File: config.mk
export PLATFORM = sky130hd
export DESIGN_NAME = best_fit_block_allocator_top_flat
export DESIGN_NICKNAME = d
export VERILOG_FILES = /design/src/sv/bfba_pkg.sv /design/src/sv/bfba_if.sv /design/src/sv/bfba_table.sv /design/src/sv/bfba_fit_unit.sv /design/src/sv/best_fit_block_allocator_top.sv /design/src/flat_wrapper.sv
export SDC_FILE = /design/constraint.sdc
export NUM_CORES = 1
export LEC_CHECK = 0
export ABC_AREA = 1
export BUFFER_PORTS_ARGS = -buffer_cell sky130_fd_sc_hd__buf_2
export CAP_MARGIN = 20
export CORE_MARGIN = 2
export CORE_UTILIZATION = 40
export CTS_CLUSTER_SIZE = 8
export DETAILED_ROUTE_END_ITERATION = 6
export HOLD_SLACK_MARGIN = 0.05
export PLACE_DENSITY = 0.55
export REMOVE_ABC_BUFFERS = 1
export SLEW_MARGIN = 40
export SYNTH_ARGS = -nofsm -noshare
export SYNTH_HDL_FRONTEND = slang
export SYNTH_HIERARCHICAL = 1
export SYNTH_SLANG_ARGS = --single-unit
File: constraint.sdc
create_clock -name clock -period 3.7 [get_ports clock]
set_input_delay 0.185 -clock clock [delete_from_list [all_inputs] [get_ports clock]]
set_output_delay 0.185 -clock clock [all_outputs]
set_load 0.05 [all_outputs]
File: src/sv/bfba_pkg.sv
package bfba_pkg;

   // defaults for the top level parameters
   localparam int TABLE_DEPTH_DEFAULT = 16;
   localparam int SIZE_BITS_DEFAULT   = 16;

   // fixed field widths of the channels
   localparam int MODE_W   = 2;
   localparam int POS_W    = 8;
   localparam int FIELD_W  = 16;
   localparam int STATUS_W = 2;
   localparam int SLOT_W   = 4;
   localparam int COUNT_W  = 5;

   typedef enum logic [MODE_W-1:0] {
      MODE_FRONT  = 2'd0,
      MODE_BACK   = 2'd1,
      MODE_INSERT = 2'd2,
      MODE_FIT    = 2'd3
   } mode_type;

   typedef enum logic [STATUS_W-1:0] {
      STATUS_DONE   = 2'd0,
      STATUS_NO_FIT = 2'd1,
      STATUS_FULL   = 2'd2
   } status_type;

   typedef enum logic [2:0] {
      ST_IDLE,
      ST_SCAN,
      ST_FIT_WRITE,
      ST_SHIFT,
      ST_PLACE,
      ST_RESP
   } state_type;

   // sequencer to best fit unit
   typedef struct packed {
      logic clear;
      logic sample;
   } fit_ctrl_type;

endpackage

File: src/sv/bfba_if.sv
// request channel
interface bfba_req_if;
   logic                          valid;
   logic                          ready;
   logic [bfba_pkg::MODE_W-1:0]   mode;
   logic [bfba_pkg::POS_W-1:0]    position;
   logic [bfba_pkg::FIELD_W-1:0]  block_size;
   logic [bfba_pkg::FIELD_W-1:0]  request_size;

   modport source (output valid, mode, position, block_size, request_size, input ready);
   modport sink   (input valid, mode, position, block_size, request_size, output ready);
endinterface

// response channel
interface bfba_rsp_if;
   logic                          valid;
   logic                          ready;
   logic [bfba_pkg::STATUS_W-1:0] status;
   logic [bfba_pkg::SLOT_W-1:0]   slot;
   logic [bfba_pkg::FIELD_W-1:0]  remaining;
   logic [bfba_pkg::COUNT_W-1:0]  block_count;

   modport source (output valid, status, slot, remaining, block_count, input ready);
   modport sink   (input valid, status, slot, remaining, block_count, output ready);
endinterface

File: src/sv/bfba_table.sv
module bfba_table #(
   parameter int DEPTH = bfba_pkg::TABLE_DEPTH_DEFAULT,
   parameter int WIDTH = bfba_pkg::SIZE_BITS_DEFAULT
) (
   input  logic                      clock,
   input  logic                      wr_en,
   input  logic [$clog2(DEPTH)-1:0]  wr_addr,
   input  logic [WIDTH-1:0]          wr_data,
   input  logic                      rd_en,
   input  logic [$clog2(DEPTH)-1:0]  rd_addr,
   output logic [WIDTH-1:0]          rd_data
);

   logic [WIDTH-1:0] mem_ff [DEPTH];
   logic [WIDTH-1:0] rd_data_ff;

   // single write port
   always_ff @(posedge clock) begin
      if (wr_en) begin
         mem_ff[wr_addr] <= wr_data;
      end
   end

   // single registered read port
   always_ff @(posedge clock) begin
      if (rd_en) begin
         rd_data_ff <= mem_ff[rd_addr];
      end
   end

   assign rd_data = rd_data_ff;

endmodule

File: src/sv/bfba_fit_unit.sv
module bfba_fit_unit #(
   parameter int DEPTH     = bfba_pkg::TABLE_DEPTH_DEFAULT,
   parameter int SIZE_BITS = bfba_pkg::SIZE_BITS_DEFAULT
) (
   input  logic                          clock,
   input  logic                          reset,
   input  bfba_pkg::fit_ctrl_type        ctrl,
   input  logic [SIZE_BITS-1:0]          sample_size,
   input  logic [$clog2(DEPTH)-1:0]      sample_slot,
   input  logic [bfba_pkg::FIELD_W-1:0]  request,
   output logic                          found,
   output logic [$clog2(DEPTH)-1:0]      best_slot,
   output logic [SIZE_BITS-1:0]          remainder
);

   localparam int AW = $clog2(DEPTH);
   localparam int CW = (SIZE_BITS > bfba_pkg::FIELD_W) ? SIZE_BITS : bfba_pkg::FIELD_W;

   logic                 found_ff, found_in;
   logic [SIZE_BITS-1:0] best_size_ff, best_size_in;
   logic [AW-1:0]        best_slot_ff, best_slot_in;
   logic                 hit;

   // candidate fits and is strictly smaller than the best so far
   assign hit = (CW'(sample_size) >= CW'(request)) &&
                (!found_ff || (sample_size < best_size_ff));

   // best tracking
   always_comb begin
      found_in     = found_ff;
      best_size_in = best_size_ff;
      best_slot_in = best_slot_ff;
      if (ctrl.clear) begin
         found_in = 1'b0;
      end else if (ctrl.sample && hit) begin
         found_in     = 1'b1;
         best_size_in = sample_size;
         best_slot_in = sample_slot;
      end
   end

   always_ff @(posedge clock) begin
      if (reset) begin
         found_ff <= 1'b0;
      end else begin
         found_ff <= found_in;
      end
   end

   always_ff @(posedge clock) begin
      best_size_ff <= best_size_in;
      best_slot_ff <= best_slot_in;
   end

   // remainder of the chosen block, wraps to the stored width
   assign remainder = best_size_ff - SIZE_BITS'(request);
   assign found     = found_ff;
   assign best_slot = best_slot_ff;

endmodule

File: src/sv/best_fit_block_allocator_top.sv
// sequence: an add writes its entry in ST_PLACE, after ST_SHIFT has moved any later entries up;
// a full table goes straight to ST_RESP; a best fit request reads every entry in ST_SCAN and
// writes a found block's remainder back in ST_FIT_WRITE before ST_RESP
// throughput: one item at a time, set by the single read port of the size table, which the
// scan and the shift walk one entry per cycle; ready again the cycle after the result is queued
// reset: synchronous, clears the entry count, state and valid flags, not the size table
module best_fit_block_allocator_top #(
   parameter int TABLE_DEPTH = bfba_pkg::TABLE_DEPTH_DEFAULT,
   parameter int SIZE_BITS   = bfba_pkg::SIZE_BITS_DEFAULT
) (
   input  logic        clock,
   input  logic        reset,
   bfba_req_if.sink    req_if,
   bfba_rsp_if.source  rsp_if
);

   localparam int AW   = $clog2(TABLE_DEPTH);
   localparam int CNTW = $clog2(TABLE_DEPTH + 1);
   localparam int PW   = (CNTW > bfba_pkg::POS_W) ? CNTW : bfba_pkg::POS_W;

   bfba_pkg::state_type   state_ff, state_in;
   logic [CNTW-1:0]       count_ff, count_in;
   logic [SIZE_BITS-1:0]  bsize_ff, bsize_in;
   logic [bfba_pkg::FIELD_W-1:0] req_size_ff, req_size_in;
   logic [AW-1:0]         idx_ff, idx_in;
   logic                  issue_ff, issue_in;
   logic                  rvalid_ff, rvalid_in;
   logic [AW-1:0]         ridx_ff, ridx_in;
   logic [AW-1:0]         place_ff, place_in;

   bfba_pkg::status_type          res_status_ff, res_status_in;
   logic [bfba_pkg::SLOT_W-1:0]   res_slot_ff, res_slot_in;
   logic [bfba_pkg::FIELD_W-1:0]  res_rem_ff, res_rem_in;

   logic                          rsp_valid_ff, rsp_valid_in;
   bfba_pkg::status_type          rsp_status_ff, rsp_status_in;
   logic [bfba_pkg::SLOT_W-1:0]   rsp_slot_ff, rsp_slot_in;
   logic [bfba_pkg::FIELD_W-1:0]  rsp_rem_ff, rsp_rem_in;
   logic [bfba_pkg::COUNT_W-1:0]  rsp_count_ff, rsp_count_in;

   logic                  req_ready;
   logic                  mem_wr_en;
   logic [AW-1:0]         mem_wr_addr;
   logic [SIZE_BITS-1:0]  mem_wr_data;
   logic                  mem_rd_en;
   logic [AW-1:0]         mem_rd_addr;
   logic [SIZE_BITS-1:0]  mem_rd_data;

   bfba_pkg::fit_ctrl_type fit_ctrl;
   logic                   fit_found;
   logic [AW-1:0]          fit_slot;
   logic [SIZE_BITS-1:0]   fit_remainder;

   bfba_pkg::mode_type    in_mode;
   logic                  count_full;
   logic                  pos_at_end;
   logic [AW-1:0]         place_pos;
   logic                  needs_shift;

   // size table
   bfba_table #(
      .DEPTH (TABLE_DEPTH),
      .WIDTH (SIZE_BITS)
   ) u_table (
      .clock   (clock),
      .wr_en   (mem_wr_en),
      .wr_addr (mem_wr_addr),
      .wr_data (mem_wr_data),
      .rd_en   (mem_rd_en),
      .rd_addr (mem_rd_addr),
      .rd_data (mem_rd_data)
   );

   // compare and subtract unit of the best fit scan
   bfba_fit_unit #(
      .DEPTH     (TABLE_DEPTH),
      .SIZE_BITS (SIZE_BITS)
   ) u_fit (
      .clock       (clock),
      .reset       (reset),
      .ctrl        (fit_ctrl),
      .sample_size (mem_rd_data),
      .sample_slot (ridx_ff),
      .request     (req_size_ff),
      .found       (fit_found),
      .best_slot   (fit_slot),
      .remainder   (fit_remainder)
   );

   // target slot of an add, decided at the request transfer
   assign in_mode    = bfba_pkg::mode_type'(req_if.mode);
   assign count_full = (count_ff == CNTW'(TABLE_DEPTH));
   assign pos_at_end = (PW'(req_if.position) >= PW'(count_ff));

   always_comb begin
      if ((in_mode == bfba_pkg::MODE_FRONT) ||
          ((in_mode == bfba_pkg::MODE_INSERT) && (count_ff == '0))) begin
         place_pos = '0;
      end else if ((in_mode == bfba_pkg::MODE_BACK) || pos_at_end) begin
         place_pos = AW'(count_ff);
      end else begin
         place_pos = AW'(req_if.position) + AW'(1);
      end
   end

   assign needs_shift = (CNTW'(place_pos) < count_ff);

   // sequencer: next state and datapath control
   always_comb begin
      state_in      = state_ff;
      count_in      = count_ff;
      bsize_in      = bsize_ff;
      req_size_in   = req_size_ff;
      idx_in        = idx_ff;
      issue_in      = issue_ff;
      rvalid_in     = 1'b0;
      ridx_in       = ridx_ff;
      place_in      = place_ff;
      res_status_in = res_status_ff;
      res_slot_in   = res_slot_ff;
      res_rem_in    = res_rem_ff;
      rsp_valid_in  = rsp_valid_ff && !rsp_if.ready;
      rsp_status_in = rsp_status_ff;
      rsp_slot_in   = rsp_slot_ff;
      rsp_rem_in    = rsp_rem_ff;
      rsp_count_in  = rsp_count_ff;
      req_ready     = 1'b0;
      mem_wr_en     = 1'b0;
      mem_wr_addr   = ridx_ff + AW'(1);
      mem_wr_data   = mem_rd_data;
      mem_rd_en     = 1'b0;
      mem_rd_addr   = idx_ff;
      fit_ctrl      = '0;

      case (state_ff)
         bfba_pkg::ST_IDLE: begin
            req_ready = 1'b1;
            if (req_if.valid) begin
               bsize_in    = SIZE_BITS'(req_if.block_size);
               req_size_in = req_if.request_size;
               idx_in      = '0;
               issue_in    = 1'b0;
               if (in_mode == bfba_pkg::MODE_FIT) begin
                  fit_ctrl.clear = 1'b1;
                  issue_in       = (count_ff != '0);
                  state_in       = bfba_pkg::ST_SCAN;
               end else if (count_full) begin
                  res_status_in = bfba_pkg::STATUS_FULL;
                  res_slot_in   = '0;
                  res_rem_in    = '0;
                  state_in      = bfba_pkg::ST_RESP;
               end else begin
                  place_in      = place_pos;
                  res_status_in = bfba_pkg::STATUS_DONE;
                  res_slot_in   = bfba_pkg::SLOT_W'(place_pos);
                  res_rem_in    = '0;
                  if (needs_shift) begin
                     idx_in   = AW'(count_ff - CNTW'(1));
                     issue_in = 1'b1;
                     state_in = bfba_pkg::ST_SHIFT;
                  end else begin
                     state_in = bfba_pkg::ST_PLACE;
                  end
               end
            end
         end

         // read entries front to back, compare one per cycle
         bfba_pkg::ST_SCAN: begin
            if (issue_ff) begin
               mem_rd_en = 1'b1;
               rvalid_in = 1'b1;
               ridx_in   = idx_ff;
               if ((CNTW'(idx_ff) + CNTW'(1)) == count_ff) begin
                  issue_in = 1'b0;
               end else begin
                  idx_in = idx_ff + AW'(1);
               end
            end
            fit_ctrl.sample = rvalid_ff;
            if (!issue_ff && !rvalid_ff) begin
               state_in = bfba_pkg::ST_FIT_WRITE;
            end
         end

         // write back the chosen block, or report no fit
         bfba_pkg::ST_FIT_WRITE: begin
            if (fit_found) begin
               mem_wr_en     = 1'b1;
               mem_wr_addr   = fit_slot;
               mem_wr_data   = fit_remainder;
               res_status_in = bfba_pkg::STATUS_DONE;
               res_slot_in   = bfba_pkg::SLOT_W'(fit_slot);
               res_rem_in    = bfba_pkg::FIELD_W'(fit_remainder);
            end else begin
               res_status_in = bfba_pkg::STATUS_NO_FIT;
               res_slot_in   = '0;
               res_rem_in    = '0;
            end
            state_in = bfba_pkg::ST_RESP;
         end

         // move entries up one, back to front
         bfba_pkg::ST_SHIFT: begin
            if (issue_ff) begin
               mem_rd_en = 1'b1;
               rvalid_in = 1'b1;
               ridx_in   = idx_ff;
               if (idx_ff == place_ff) begin
                  issue_in = 1'b0;
               end else begin
                  idx_in = idx_ff - AW'(1);
               end
            end
            if (rvalid_ff) begin
               mem_wr_en = 1'b1;
            end
            if (!issue_ff && rvalid_ff) begin
               state_in = bfba_pkg::ST_PLACE;
            end
         end

         bfba_pkg::ST_PLACE: begin
            mem_wr_en   = 1'b1;
            mem_wr_addr = place_ff;
            mem_wr_data = bsize_ff;
            count_in    = count_ff + CNTW'(1);
            state_in    = bfba_pkg::ST_RESP;
         end

         // hand the result to the output register once it is free
         bfba_pkg::ST_RESP: begin
            if (!rsp_valid_ff || rsp_if.ready) begin
               rsp_valid_in  = 1'b1;
               rsp_status_in = res_status_ff;
               rsp_slot_in   = res_slot_ff;
               rsp_rem_in    = res_rem_ff;
               rsp_count_in  = bfba_pkg::COUNT_W'(count_ff);
               state_in      = bfba_pkg::ST_IDLE;
            end
         end

         default: begin
            state_in = bfba_pkg::ST_IDLE;
         end
      endcase
   end

   // control registers
   always_ff @(posedge clock) begin
      if (reset) begin
         state_ff     <= bfba_pkg::ST_IDLE;
         count_ff     <= '0;
         issue_ff     <= 1'b0;
         rvalid_ff    <= 1'b0;
         rsp_valid_ff <= 1'b0;
      end else begin
         state_ff     <= state_in;
         count_ff     <= count_in;
         issue_ff     <= issue_in;
         rvalid_ff    <= rvalid_in;
         rsp_valid_ff <= rsp_valid_in;
      end
   end

   // payload registers
   always_ff @(posedge clock) begin
      bsize_ff      <= bsize_in;
      req_size_ff   <= req_size_in;
      idx_ff        <= idx_in;
      ridx_ff       <= ridx_in;
      place_ff      <= place_in;
      res_status_ff <= res_status_in;
      res_slot_ff   <= res_slot_in;
      res_rem_ff    <= res_rem_in;
      rsp_status_ff <= rsp_status_in;
      rsp_slot_ff   <= rsp_slot_in;
      rsp_rem_ff    <= rsp_rem_in;
      rsp_count_ff  <= rsp_count_in;
   end

   // channel ports
   assign req_if.ready       = req_ready;
   assign rsp_if.valid       = rsp_valid_ff;
   assign rsp_if.status      = rsp_status_ff;
   assign rsp_if.slot        = rsp_slot_ff;
   assign rsp_if.remaining   = rsp_rem_ff;
   assign rsp_if.block_count = rsp_count_ff;

`ifndef NO_ASSERTIONS
   a_count_bound: assert property (@(posedge clock) disable iff (reset)
      count_ff <= CNTW'(TABLE_DEPTH))
      else $error("entry count above table depth");

   a_count_step: assert property (@(posedge clock) disable iff (reset)
      (!$past(reset) && (count_ff != $past(count_ff))) |->
         ((count_ff == ($past(count_ff) + CNTW'(1))) && ($past(state_ff) == bfba_pkg::ST_PLACE)))
      else $error("entry count changed other than by one placement");

   a_shift_above: assert property (@(posedge clock) disable iff (reset)
      ((state_ff == bfba_pkg::ST_SHIFT) && rvalid_ff) |-> (ridx_ff >= place_ff))
      else $error("shift moved an entry below the insertion slot");

   a_fit_write: assert property (@(posedge clock) disable iff (reset)
      ((state_ff == bfba_pkg::ST_FIT_WRITE) && mem_wr_en) |-> fit_found)
      else $error("best fit write without a chosen block");

   a_resp_hold: assert property (@(posedge clock) disable iff (reset)
      ((state_ff == bfba_pkg::ST_RESP) && rsp_valid_ff && !rsp_if.ready) |=>
         (state_ff == bfba_pkg::ST_RESP))
      else $error("result left while the output register was busy");
`endif

endmodule

File: src/flat_wrapper.sv
// flat-port wrapper written by rule: the top's interface ports become plain ports
module best_fit_block_allocator_top_flat 
#(
   parameter int TABLE_DEPTH = bfba_pkg::TABLE_DEPTH_DEFAULT,
   parameter int SIZE_BITS   = bfba_pkg::SIZE_BITS_DEFAULT
)
  (clock, reset, req_if_valid, req_if_mode, req_if_position, req_if_block_size, req_if_request_size, req_if_ready, rsp_if_valid, rsp_if_status, rsp_if_slot, rsp_if_remaining, rsp_if_block_count, rsp_if_ready);
  bfba_req_if req_if_i ();
  bfba_rsp_if rsp_if_i ();
  input  logic clock;
  input  logic reset;
  input wire logic [$bits(req_if_i.valid)-1:0] req_if_valid;
  input wire logic [$bits(req_if_i.mode)-1:0] req_if_mode;
  input wire logic [$bits(req_if_i.position)-1:0] req_if_position;
  input wire logic [$bits(req_if_i.block_size)-1:0] req_if_block_size;
  input wire logic [$bits(req_if_i.request_size)-1:0] req_if_request_size;
  output wire logic [$bits(req_if_i.ready)-1:0] req_if_ready;
  output wire logic [$bits(rsp_if_i.valid)-1:0] rsp_if_valid;
  output wire logic [$bits(rsp_if_i.status)-1:0] rsp_if_status;
  output wire logic [$bits(rsp_if_i.slot)-1:0] rsp_if_slot;
  output wire logic [$bits(rsp_if_i.remaining)-1:0] rsp_if_remaining;
  output wire logic [$bits(rsp_if_i.block_count)-1:0] rsp_if_block_count;
  input wire logic [$bits(rsp_if_i.ready)-1:0] rsp_if_ready;
  assign req_if_i.valid = req_if_valid;
  assign req_if_i.mode = req_if_mode;
  assign req_if_i.position = req_if_position;
  assign req_if_i.block_size = req_if_block_size;
  assign req_if_i.request_size = req_if_request_size;
  assign req_if_ready = req_if_i.ready;
  assign rsp_if_valid = rsp_if_i.valid;
  assign rsp_if_status = rsp_if_i.status;
  assign rsp_if_slot = rsp_if_i.slot;
  assign rsp_if_remaining = rsp_if_i.remaining;
  assign rsp_if_block_count = rsp_if_i.block_count;
  assign rsp_if_i.ready = rsp_if_ready;
  best_fit_block_allocator_top #(.TABLE_DEPTH(TABLE_DEPTH), .SIZE_BITS(SIZE_BITS)) u_core (.clock(clock), .reset(reset), .req_if(req_if_i), .rsp_if(rsp_if_i));
endmodule
# Yosys cells after proc, flatten, opt, wreduce, memory -nomap -nowiden
# Memory sizes are Yosys's and may differ from the RTL's. A register that Yosys moved wholly into a read port is not among the register bits.
# Index checks and enable logic that the tools add are counted.
dict set report word_totals {
  register_bits 125
  latch_bits 0
  ramBits 256
  rom_bits 0
  input_bits 46
  out_inout_bits 29
  elab_cells 149
  n_memories 1
}
dict set report classes {
  addsub 8
  mul 0
  div 0
  order_cmp 4
  n_eq_ne 20
  n_shift 0
  muxes 60
  bitwise_logic 3
  reduce_logical 33
}
# memory depth width rd rd_clocked_by_memory_dff wr line_no
set memory_table {}
lappend memory_table {u_core.u_table.mem_ff 16 16 1 1 1 bfba_table.sv:14} ;# logic [WIDTH-1:0] mem_ff [DEPTH];
# op n
set op_table {}
lappend op_table {{two-way mux 16 bit} 4}
lappend op_table {{case mux 16 bit (2 select lines)} 2}
lappend op_table {{two-way mux 4 bit} 15}
lappend op_table {{two-way mux 1 bit} 22}
lappend op_table {{two-way mux 3 bit} 7}
lappend op_table {{>= comparator 16 bit} 1}
lappend op_table {{less-than comparator 16 bit} 1}
lappend op_table {{case mux 4 bit (2 select lines)} 2}
lappend op_table {{subtractor 16 bit} 1}
lappend op_table {{case mux 3 bit (5 select lines)} 1}
lappend op_table {{adder 4 x 1 -> 4 bit (second input constant)} 3}
lappend op_table {{case mux 4 bit (3 select lines)} 1}
lappend op_table {{inequality test 2 x 1 -> 1 bit (second input constant)} 5}
lappend op_table {{AND reduction 2 bit} 5}
lappend op_table {{>= comparator 8 x 5 -> 1 bit} 1}
lappend op_table {{inequality test 2 bit (second input constant)} 4}
lappend op_table {{AND reduction 4 bit} 2}
lappend op_table {{subtractor 4 x 1 -> 4 bit (second input constant)} 2}
lappend op_table {{== test 3 x 2 -> 1 bit (second input constant)} 2}
lappend op_table {{== test 3 bit (second input constant)} 2}
lappend op_table {{logical AND 1 bit} 6}
lappend op_table {{two-way mux 2 bit} 3}
lappend op_table {{case mux 1 bit (3 select lines)} 2}
lappend op_table {{AND reduction 6 bit} 1}
lappend op_table {{21 further kinds} 33}

# Logic depth before layout (Yosys ltp)
# Gate-level depths: netlist of run 1.
dict set report logic_depth {
  depth_word 10
  ltp_mapped 22
  mapped_depth_nobuf 22
}

# By module
# The synthesis of run 1 kept the hierarchy.
# mod instances cells_per_inst area_each_um2 seq_area_each_um2
set by_module_without_submodules {}
lappend by_module_without_submodules {bfba_table 1 1074 11541.1 8167.8}
lappend by_module_without_submodules {best_fit_block_allocator_top 1 401 4663.2 3012.9}
lappend by_module_without_submodules {bfba_fit_unit 1 284 2250.9 620.6}

# Least setup slack after synthesis of run 1
# Ideal clock, no wire load.
dict set report synth_timing {
  path_type {reg2reg}
  from {reg u_core.state_ff[1]}
  to {reg u_core.u_fit.best_size_ff[0] (enable)}
  setup_time_ns 0.334
  t_arrival_ns 3.450
  required_time_ns 3.366
  setup_slack_ns -0.083
  path_stages_with_launch 9
  period_less_slack_ns 3.783
  path_cell_list {dfxtp_1 nor2_1 inv_1 nor2_1 inv_1 nor2_1 inv_1 nor2_1 nor2_1}
}
# item line_no
set synth_lines {}
lappend synth_lines {{start: declaration} best_fit_block_allocator_top.sv:21} ;# bfba_pkg::state_type state_ff, state_in;
lappend synth_lines {{start signal: assignment} best_fit_block_allocator_top.sv:252} ;# state_ff <= bfba_pkg::ST_IDLE;
lappend synth_lines {{start signal: assignment} best_fit_block_allocator_top.sv:258} ;# state_ff <= state_in;
lappend synth_lines {{end signal: assignment} bfba_fit_unit.sv:51} ;# best_size_ff <= best_size_in;
lappend synth_lines {{end: declaration} bfba_fit_unit.sv:20} ;# logic [SIZE_BITS-1:0] best_size_ff, best_size_in;

# Worst setup path in the final report of run 1
dict set report layout_timing {
  from {reg u_core.count_ff[2]}
  to {reg u_core.idx_ff[3], data pin}
}
dict set report layout_between {
  elab_chain_len 10
  elab_cells_between_ends 15
  cone_classes {add/sub: 1; order compare: 2; eq/ne: 1; mux: 7; reduce/logical: 4}
}
# item line_no
set layout_rtl {}
lappend layout_rtl {{start: declaration} best_fit_block_allocator_top.sv:22} ;# logic [CNTW-1:0] count_ff, count_in;
lappend layout_rtl {{start signal: assignment} best_fit_block_allocator_top.sv:259} ;# count_ff <= count_in;
lappend layout_rtl {{>= comparator 8 x 5 -> 1 bit / logical NOT 5 bit (equally long branches)} {best_fit_block_allocator_top.sv:93, best_fit_block_allocator_top.sv:97}}
lappend layout_rtl {{logical OR 1 bit / logical AND 1 bit (equally long branches)} {best_fit_block_allocator_top.sv:99, best_fit_block_allocator_top.sv:97}}
lappend layout_rtl {{two-way mux 4 bit / logical OR 1 bit (equally long branches)} {best_fit_block_allocator_top.sv:99, best_fit_block_allocator_top.sv:96}}
lappend layout_rtl {{two-way mux 4 bit *} best_fit_block_allocator_top.sv:96} ;# if ((in_mode == bfba_pkg::MODE_FRONT) ||
lappend layout_rtl {{via u_core.place_pos[2]} best_fit_block_allocator_top.sv:57} ;# logic [AW-1:0] place_pos;
lappend layout_rtl {{less-than comparator 4 x 5 -> 1 bit *} best_fit_block_allocator_top.sv:106} ;# assign needs_shift = (CNTW'(place_pos) < count_ff);
lappend layout_rtl {{two-way mux 4 bit *} best_fit_block_allocator_top.sv:157} ;# if (needs_shift) begin
lappend layout_rtl {{two-way mux 4 bit *} best_fit_block_allocator_top.sv:147} ;# end else if (count_full) begin
lappend layout_rtl {{two-way mux 4 bit *} best_fit_block_allocator_top.sv:143} ;# if (in_mode == bfba_pkg::MODE_FIT) begin
lappend layout_rtl {{two-way mux 4 bit *} best_fit_block_allocator_top.sv:138} ;# if (req_if.valid) begin
lappend layout_rtl {{case mux 4 bit (3 select lines) *} best_fit_block_allocator_top.sv:135} ;# case (state_ff)
lappend layout_rtl {{via u_core.idx_in[3]} best_fit_block_allocator_top.sv:25} ;# logic [AW-1:0] idx_ff, idx_in;
lappend layout_rtl {{end signal: assignment} best_fit_block_allocator_top.sv:270} ;# idx_ff <= idx_in;
lappend layout_rtl {{end: declaration} best_fit_block_allocator_top.sv:25}
# The timed path passes the listed nets; every way through them passes the cells marked *. The select of a mux whose other input is x is not followed.
# A chain may end at the register's enable or synchronous reset.

==> qor.csv, run 1 <==
metric,value,unit
net count of the finished layout,2020,
fmax,306,MHz
"Reg clk slew, reported paths",50,ps
vias in the first global route,12300,
dpl cells,2418,
Port Buffer Count,74,
cts repair resizes,0,
largest net degree at the start of global routing,132,
io pins,75,
"Async S/R FF share, synth",0,
HP Start,req_if_valid,
clk sinks,397,
sequential area share after synthesis,0.639,
share of cells above drive strength 1,0.113,
Final Hold Fails,0,
1st-pass router iterations,5,
CTS tree,done,
"Slew Viols, Final",0,
Crit Path Max Fanout,10,
"EDFF count, synth",385,
worst setup path end,u_core/idx_ff[3],
power consumption,15.9,mW
R2R setup slack,430,ps
drt wl/cell,18.2,um
Startpoint Class,register,
number of synthesized register bits,397,
synth unique cells,47,
grt total ovfl,0,
CTS Hold Bufs,35,
Final Instance Count excl. Fillers,2521,
root buf cell,clkbuf_16,
diodes inserted,0,
P&R area growth vs syn,16.3,%
initial cell density of the core,0.406,
Tcrit/Tclk final,0.883,
row count,78,
routed wire length,45800,um
reg2reg end,u_core/idx_ff[3],
first-pass GRT wire length,70200,um
detailed placer's ending HPWL,29000,um
Worst-Skew Late Latency,590,ps
leakage,9.19,nW
Maximum Capacitance Violations,0,
prevailing post-synth register cell,edfxtp_1,
CP startpoint,u_core/count_ff[2],
setup bufs post-CTS,0,
drt first-iter violations,969,
final setup fails,0,
DRC,0,
initial antenna violation count,0,
clk buf depth,3,
Gate Count Post-Synth,1759,
via count,12500,
Post-DRT Antenna Nets,0,
"Cell Area, Synth",0.0185,mm^2
core area,0.0455,mm^2
Worst Tran Pin Value,840,ps
Num CTS Buffers,55,
min Tclk post-route,3270,ps
Clock Skews,28.3,ps
Worst VDD drop,0.389,mV
crit end category,register,
Die Ht,219,um
gpl congestion,0.863,
crit path DAT,3720,ps
final core occ,0.472,
Chip Width,219,um
H-tree Lvls,2,
RSZ-0062 raised after global routing,no,
Yosys Warn Count,6,
fillers,4184,
vias per cell,4.97,
Max-slew headroom,0.437,
status,"finished, final reports clean",
syn_area_per_cell,10.5,um^2
total power density per cell area,742,mW/mm^2
DIE AREA,0.0479,mm^2
HP Class,input port to register,
gr usage total,0.194,
r2r startpoint,u_core/count_ff[2],
WS Path Type,register to register,
Reg2Reg Depth,19,
critical path required time,4150,ps
-- layer usage --
metal  track usage  part of all wire  vias to the layer above
li1              -                 -                     6118
met1         0.264              0.45                     5952
met2         0.313              0.47                      361
met3        0.0304             0.056                       89
met4        0.0716             0.029                        0
met5             0                 0                        -
-- sequential cells by signal, indices dropped and copies added, names as in the netlist, 3 cells and up --
register and flops:
u_core/bsize_ff 16, u_core/count_ff 5, u_core/idx_ff 4, u_core/place_ff 4
u_core/req_size_ff 16, u_core/res_rem_ff 16, u_core/res_slot_ff 4, u_core/ridx_ff 4
u_core/rsp_if.block_count 5, u_core/rsp_if.remaining 16, u_core/rsp_if.slot 4, u_core/state_ff 3
u_core/u_fit/best_size_ff 16, u_core/u_fit/best_slot 4, u_core/u_table/mem_ff 256, u_core/u_table/rd_data 16
-- critical path, cell delays in order (launching register included) --
cell	delay, ps
dfxtp_1	510
inv_2	170
ha_1	310
nand2_1	60
nor2_1	100
nor2_1	50
nand2_1	50
nand2_1	70
nand2_2	110
inv_1	70
o21ai_0	260
nor2_1	120
ha_1	310
a21oi_1	130
nor2_1	60
a21oi_1	230
nand2_2	120
nor2_2	190
nand4_1	120
o21ai_1	100
-- metrics by stage --
step	hold WS [ps]	TNS (ps)	cell area (um^2)	setup slack (ps)
finish	117	0	21500	433
global placement	362	0	19700	638
detailed placement	363	0	19700	524
global route	146	0	21500	151
CTS	90.1	0	21500	483
floorplan	247	-17750	18100	-956
-- report_power, final --
group	internal [mW]	total, mW	switching, mW	leakage [nW]
sequential	6.09	6.30	0.215	3.61
clock	2.63	4.40	1.77	0.705
combinational	1.42	5.22	3.80	4.87
-- area by class of cell --
| class | instances | area, um^2 | share of cell area |
|---|---|---|---|
| clock buffers | 66 | 1420 | 0.0661 |
| clock inverters | 2 | 32.5 | 0.00152 |
| inverters | 315 | 1190 | 0.0553 |
| multi-input cells | 989 | 5160 | 0.241 |
| flip-flops and latches | 397 | 11800 | 0.550 |
| well taps | 600 | 751 | 0.0350 |
| repair buffers | 152 | 1110 | 0.0516 |
-- how the worst min path moves through the flow --
stage                              to  depth (start not counted)
6_report           u_core/state_ff[0]                          6
5_1_grt            u_core/place_ff[0]                          4
4_1_cts            u_core/state_ff[0]                          6
3_5_place_dp   u_core/req_size_ff[14]                          1
3_3_place_gp    u_core/req_size_ff[1]                          1
2_1_floorplan      u_core/state_ff[0]                          1
-- cells by family (layout without fill, tap and decap cells) --
| logic type | after synthesis | in the layout | share of synthesized area |
|---|---|---|---|
| AOI/OAI and AO/OA | 110 | 110 | 0.0393 |
| xor gates and xnor gates | 25 | 25 | 0.0119 |
| adders and majority gates | 64 | 64 | 0.0442 |
| buffers and inverters | 373 | 535 | 0.0827 |
| DFF | 397 | 397 | 0.639 |
| and+or+nand+nor | 790 | 790 | 0.182 |
-- cell usage after synthesis, drive strengths merged (3+ instances only) --
cell type	number	area, um^2
nand4	12	75.1
nand2	455	1720
nand3	217	1090
inv	313	1180
ha	62	776
xnor2	10	87.6
clkbuf	14	53.8
buf	44	288
nand3b	4	30.0
xor2	15	131
a21oi	42	225
dfxtp	12	240
nor2	86	360
a221o	16	160
nor3	10	50.1
edfxtp	385	11600
o211ai	3	22.5
o21ai	31	166
o31ai	4	30.0
-- layout by cell type, fill, tap and decap left out, types with 3 or more instances in the layout --
master | Yosys | final
nand2_1 | 450 | 450
edfxtp_1 | 385 | 385
inv_1 | 305 | 303
nand3_1 | 216 | 216
buf_2 | 20 | 74
nor2_1 | 79 | 69
ha_1 | 62 | 62
clkbuf_16 | 0 | 55
buf_4 | 18 | 38
a21oi_1 | 38 | 37
dlygate4sd3_1 | 0 | 35
o21ai_0 | 25 | 25
a221o_1 | 16 | 16
xor2_1 | 15 | 15
nand4_1 | 12 | 12
nor2_2 | 3 | 12
dfxtp_1 | 12 | 12
clkbuf_1 | 13 | 11
nor3_1 | 10 | 10
xnor2_1 | 10 | 10
inv_2 | 7 | 7
nand2_2 | 5 | 5
nor2_4 | 4 | 5
a21oi_2 | 4 | 5
buf_12 | 0 | 5
o31ai_1 | 4 | 4
nand3b_1 | 4 | 4
clkinv_1 | 2 | 3
o211ai_1 | 3 | 3
o21ai_1 | 3 | 3
o21ai_2 | 3 | 3
Note: power is estimated with default switching activity, not from simulation.
==> run 2, diff against run 1 <==
Settings changed: PLACE_DENSITY 0.55 to not set.
==> run 2 against run 1 <==
  * Combinational power decreased by 2%
  * Critical path depth stayed put
  * Flip-flop and latch count unchanged
  * Power about the same
  * Non-clock buffer count is 10 lower
  * Sequential share of layout area rose by 0.084 points
  * Critical path type unchanged
  * Critical endpoint unchanged
  * Largest cell class unchanged
  * Highest routed layer unchanged
==> qor.csv, run 2 (synthesis gave the netlist of run 1 again) <==
metric,value,unit
final core occ,0.471,
vias per cell,5.01,
initial cell density of the core,0.406,
H-tree Lvls,2,
CTS Hold Bufs,35,
max reg flops,256,
GRT Max-Usage Layer,met2,
"commonest non-fill, non-tap cell in the layout",nand2_1,
met1 usage,0.251,
detailed placer's ending HPWL,27700,um
Crit Path Max Fanout,8,
drt wl/cell,17.9,um
Startpoint Class,register,
cts repair resizes,0,
Pint,10.2,mW
"Reg clk slew, reported paths",50,ps
initial antenna violation count,0,
clk sinks,397,
Worst VDD drop,0.500,mV
"Slew Viols, Final",0,
grt total ovfl,0,
gr usage total,0.190,
gpl congestion,0.872,
P&R area growth vs syn,16.1,%
reg2reg end,u_core/idx_ff[3],
leakage,9.15,nW
1st-pass router iterations,7,
Clock Skews,28.6,ps
share of cells above drive strength 1,0.114,
HP Class,input port to register,
logic gate share of total power,0.323,
power consumption,15.9,mW
crit path DAT,3720,ps
Chip Width,219,um
Worst-Skew Late Latency,610,ps
setup total negative slack,0,ps
routed wire length,44800,um
final setup fails,0,
WS Path Type,register to register,
critical path required time,4140,ps
Worst Tran Pin Value,883,ps
Post-DRT Antenna Nets,0,
clk buf depth,3,
DIE AREA,0.0479,mm^2
CTS tree,done,
Top reg by flops,u_core/u_table/mem_ff,
Die Ht,219,um
min Tclk post-route,3270,ps
DRC,0,
total power density per cell area,743,mW/mm^2
R2R setup slack,430,ps
most frequent cells in the layout,"nand2_1 (450), edfxtp_1 (385), inv_1 (304)",
first-pass GRT wire length,69300,um
sw frac,0.361,
crit end category,register,
io pins,75,
Clk pwr share,0.279,
row count,78,
via count,12600,
setup bufs post-CTS,0,
Maximum Capacitance Violations,0,
net count of the finished layout,2010,
Switch Pwr,5.75,mW
r2r startpoint,u_core/count_ff[3],
drt first-iter violations,1036,
Port Buffer Count,74,
RSZ-0062 raised after global routing,no,
Hold Path Sink,u_core/state_ff[0],
Hold Path Stages,6,
core area,0.0455,mm^2
sequential cell fraction of total power,0.398,
M2 GR Usage,0.320,
Num CTS Buffers,55,
largest net degree at the start of global routing,117,
diodes inserted,0,
fmax,305,MHz
HP Start,req_if_valid,
Reg2Reg Depth,19,
Max-slew headroom,0.411,
met3 Resource Use GR,0.0315,
vias in the first global route,12400,
root buf cell,clkbuf_16,
Tcrit/Tclk final,0.885,
Final Hold Fails,0,
status,"finished, final reports clean",
-- run 2: worst max-delay path by stage --
| stage | from | end | slack (ps) | cells after the start |
|---|---|---|---|---|
| 6_report | u_core/count_ff[3] | u_core/idx_ff[3] | 430 | 19 |
| 5_1_grt | u_core/count_ff[1] | u_core/idx_ff[0] | 180 | 19 |
| 4_1_cts | u_core/count_ff[2] | u_core/idx_ff[3] | 530 | 19 |
| 3_5_place_dp | u_core/count_ff[1] | u_core/idx_ff[3] | 530 | 19 |
| 3_3_place_gp | u_core/count_ff[3] | u_core/idx_ff[3] | 660 | 19 |
| 2_1_floorplan | u_core/idx_ff[0] | u_core/u_table/rd_data[10] | -960 | 7 |
-- run 2: through the flow --
| stage | hold WS (ps) | setup WS, ps | cells | instance area, um^2 |
|---|---|---|---|---|
| 2_1_floorplan | 247 | -956 | 1701 | 18100 |
| 3_3_place_gp | 363 | 657 | 2408 | 19600 |
| 3_5_place_dp | 363 | 530 | 2408 | 19600 |
| 4_1_cts | 59.6 | 525 | 2510 | 21400 |
| 5_1_grt | 101 | 178 | 2510 | 21400 |
| 6_report | 101 | 426 | 2510 | 21400 |
-- run 2: layout make-up --
cell class,count,area [um^2]
repair buffers,142,1020
clock buffers,64,1430
multi-input cells,989,5180
inverters,315,1190
clock inverters,3,53.8
fillers,4160,24100
well taps,600,751
flip-flops and latches,397,11800
-- run 2: critical path, cell delays in order, from the launching register on --
cell,delay (ps)
dfxtp_1,510
inv_2,120
ha_1,320
nand2_1,70
nor2_1,110
nor2_1,40
nand2_1,50
nand2_1,70
nand2_2,120
inv_1,60
o21ai_0,240
nor2_1,120
ha_1,300
a21oi_1,130
nor2_1,60
a21oi_1,260
nand2_2,130
nor2_2,170
nand4_1,110
o21ai_1,110
-- run 2: power groups by stage --
stage                     sequential (mW)  clock [mW]  combinational, mW
after CTS                            6.33        4.54               5.14
after detailed placement             6.41           0               5.08
after global routing                 6.37        4.74               5.70
final                                6.33        4.44               5.14
after floorplan                      6.62           0               3.05
after global placement               6.40           0               5.02
-- run 2: per-layer routing --
layer	vias to the layer above	routed length (um)
met5	-	0
met2	328	21800
met1	6085	20000
met3	77	2100
li1	6095	-
met4	0	946
==> run 3, diff against run 2 <==
Clock period 3.7 ns to 3.2 ns, I/O delays scaled along.
==> run 3 against run 2 <==
  * Core utilization increased by 0.49 points
  * Via count decreased by 0.56%
  * Register-to-register slack got worse by 70 ps
  * Critical endpoint is now u_core/u_table/mem_ff[13][12]
  * Highest routed layer unchanged
==> qor.csv, run 3 (synthesis gave the netlist of run 1 again) <==
metric,value,unit
RSZ-0062 raised after global routing,no,
dpl cells,2424,
"Reg clk slew, reported paths",50,ps
row count,78,
largest net degree at the start of global routing,79,
WS Path Type,register to register,
share of cells above drive strength 1,0.121,
leakage,9.26,nW
most frequent cells in the layout,"nand2_1 (450), edfxtp_1 (385), inv_1 (305)",
drt first-iter violations,1025,
initial cell density of the core,0.406,
clk buf depth,3,
Tcrit/Tclk final,0.888,
grt total ovfl,0,
total power density per cell area,851,mW/mm^2
DIE AREA,0.0479,mm^2
drt wl/cell,17.4,um
root buf cell,clkbuf_16,
gr usage total,0.186,
Placed Area,0.0198,mm^2
status,"finished, final reports clean",
H-tree Lvls,2,
vias in the first global route,12200,
Finished Cell Area,0.0216,mm^2
Crit Path Max Fanout,16,
Clk pwr share,0.276,
first-pass GRT wire length,68100,um
fmax,352,MHz
Chip Width,219,um
Num CTS Buffers,55,
Final Hold Fails,0,
min Tclk post-route,2840,ps
"Slew Viols, Final",0,
Maximum Capacitance Violations,0,
Port Buffer Count,74,
clk sinks,397,
crit path DAT,3140,ps
Pint,11.8,mW
R2R setup slack,360,ps
"commonest non-fill, non-tap cell in the layout",nand2_1,
sw frac,0.359,
initial antenna violation count,0,
Worst Tran Pin Value,843,ps
Startpoint Class,register,
Hold WS,119,ps
Final Instance Count excl. Fillers,2528,
Post-DRT Antenna Nets,0,
HP Class,input port to register,
1st-pass router iterations,7,
final setup fails,0,
Max-slew headroom,0.437,
detailed placer's ending HPWL,28200,um
Die Ht,219,um
Top reg by flops,u_core/u_table/mem_ff,
routed wire length,44000,um
DRC,0,
sequential cell fraction of total power,0.399,
setup total negative slack,0,ps
max reg flops,256,
logic gate share of total power,0.325,
net count of the finished layout,2027,
P&R area growth vs syn,17.3,%
crit end category,register,
Worst VDD drop,0.568,mV
Clock Skews,34.8,ps
power consumption,18.4,mW
Switch Pwr,6.61,mW
Worst-Skew Late Latency,620,ps
setup bufs post-CTS,0,
diodes inserted,0,
core area,0.0455,mm^2
io pins,75,
via count,12500,
vias per cell,4.95,
gpl congestion,0.918,
critical path required time,3500,ps
CTS tree,done,
## run 3: worst max-delay path: stages, from the launching register on
cell	delay [ps]
edfxtp_1	400
ha_1	250
fa_1	430
o21ai_2	280
nand4_1	130
nand3_1	150
xor2_1	160
inv_1	70
nor2_1	150
a221o_1	520
## run 3: through the flow
| stage | util | setup WS [ps] |
|---|---|---|
| after global routing | 0.476 | 57.5 |
| final | 0.476 | 357 |
| after detailed placement | 0.435 | 311 |
| after global placement | 0.435 | 430 |
| after floorplan | - | -1460 |
| after CTS | 0.476 | 306 |
## run 3: layout make-up
type,instances,area [um^2]
Multi-Input combinational cell,989,5180
Clock inverter,4,72.6
Sequential cell,397,11800
Clock buffer,64,1410
Fill cell,4119,23800
Inverter,315,1190
Tap cell,600,751
Timing Repair Buffer,159,1240
## run 3: worst paths after layout
path	startpoint	end	cells after the start
max	u_core/req_size_ff[0]	u_core/u_table/mem_ff[13][12]	9
min	req_if_valid	u_core/state_ff[0]	6
max reg2reg	u_core/req_size_ff[0]	u_core/u_table/mem_ff[13][12]	9
min reg2reg	u_core/res_rem_ff[0]	u_core/rsp_if.remaining[0]	0
## run 3: repair_timing
item / in CTS / in global routing
hold buffers: 36 / 0
endpoints found under the hold margin: 42 / 0
endpoints found under the setup margin: 0 / 2
gates resized for setup: 0 / 1
## run 3: per-layer routing
metal,share of wire,up-vias,routed length (um),track usage
met1,0.43,5899,19000,0.251
met5,0,-,0,0
met4,0.026,0,1170,0.0624
li1,-,6132,-,-
met3,0.062,81,2730,0.0290
met2,0.48,402,21100,0.309
## run 3: power groups by stage
stage / Clock [mW] / Combinational (mW) / Sequential (mW)
2_1_floorplan: 0 / 3.53 / 7.65
3_3_place_gp: 0 / 5.84 / 7.42
3_5_place_dp: 0 / 5.93 / 7.43
4_1_cts: 5.21 / 5.99 / 7.34
5_1_grt: 5.42 / 6.67 / 7.38
6_report: 5.09 / 5.99 / 7.34
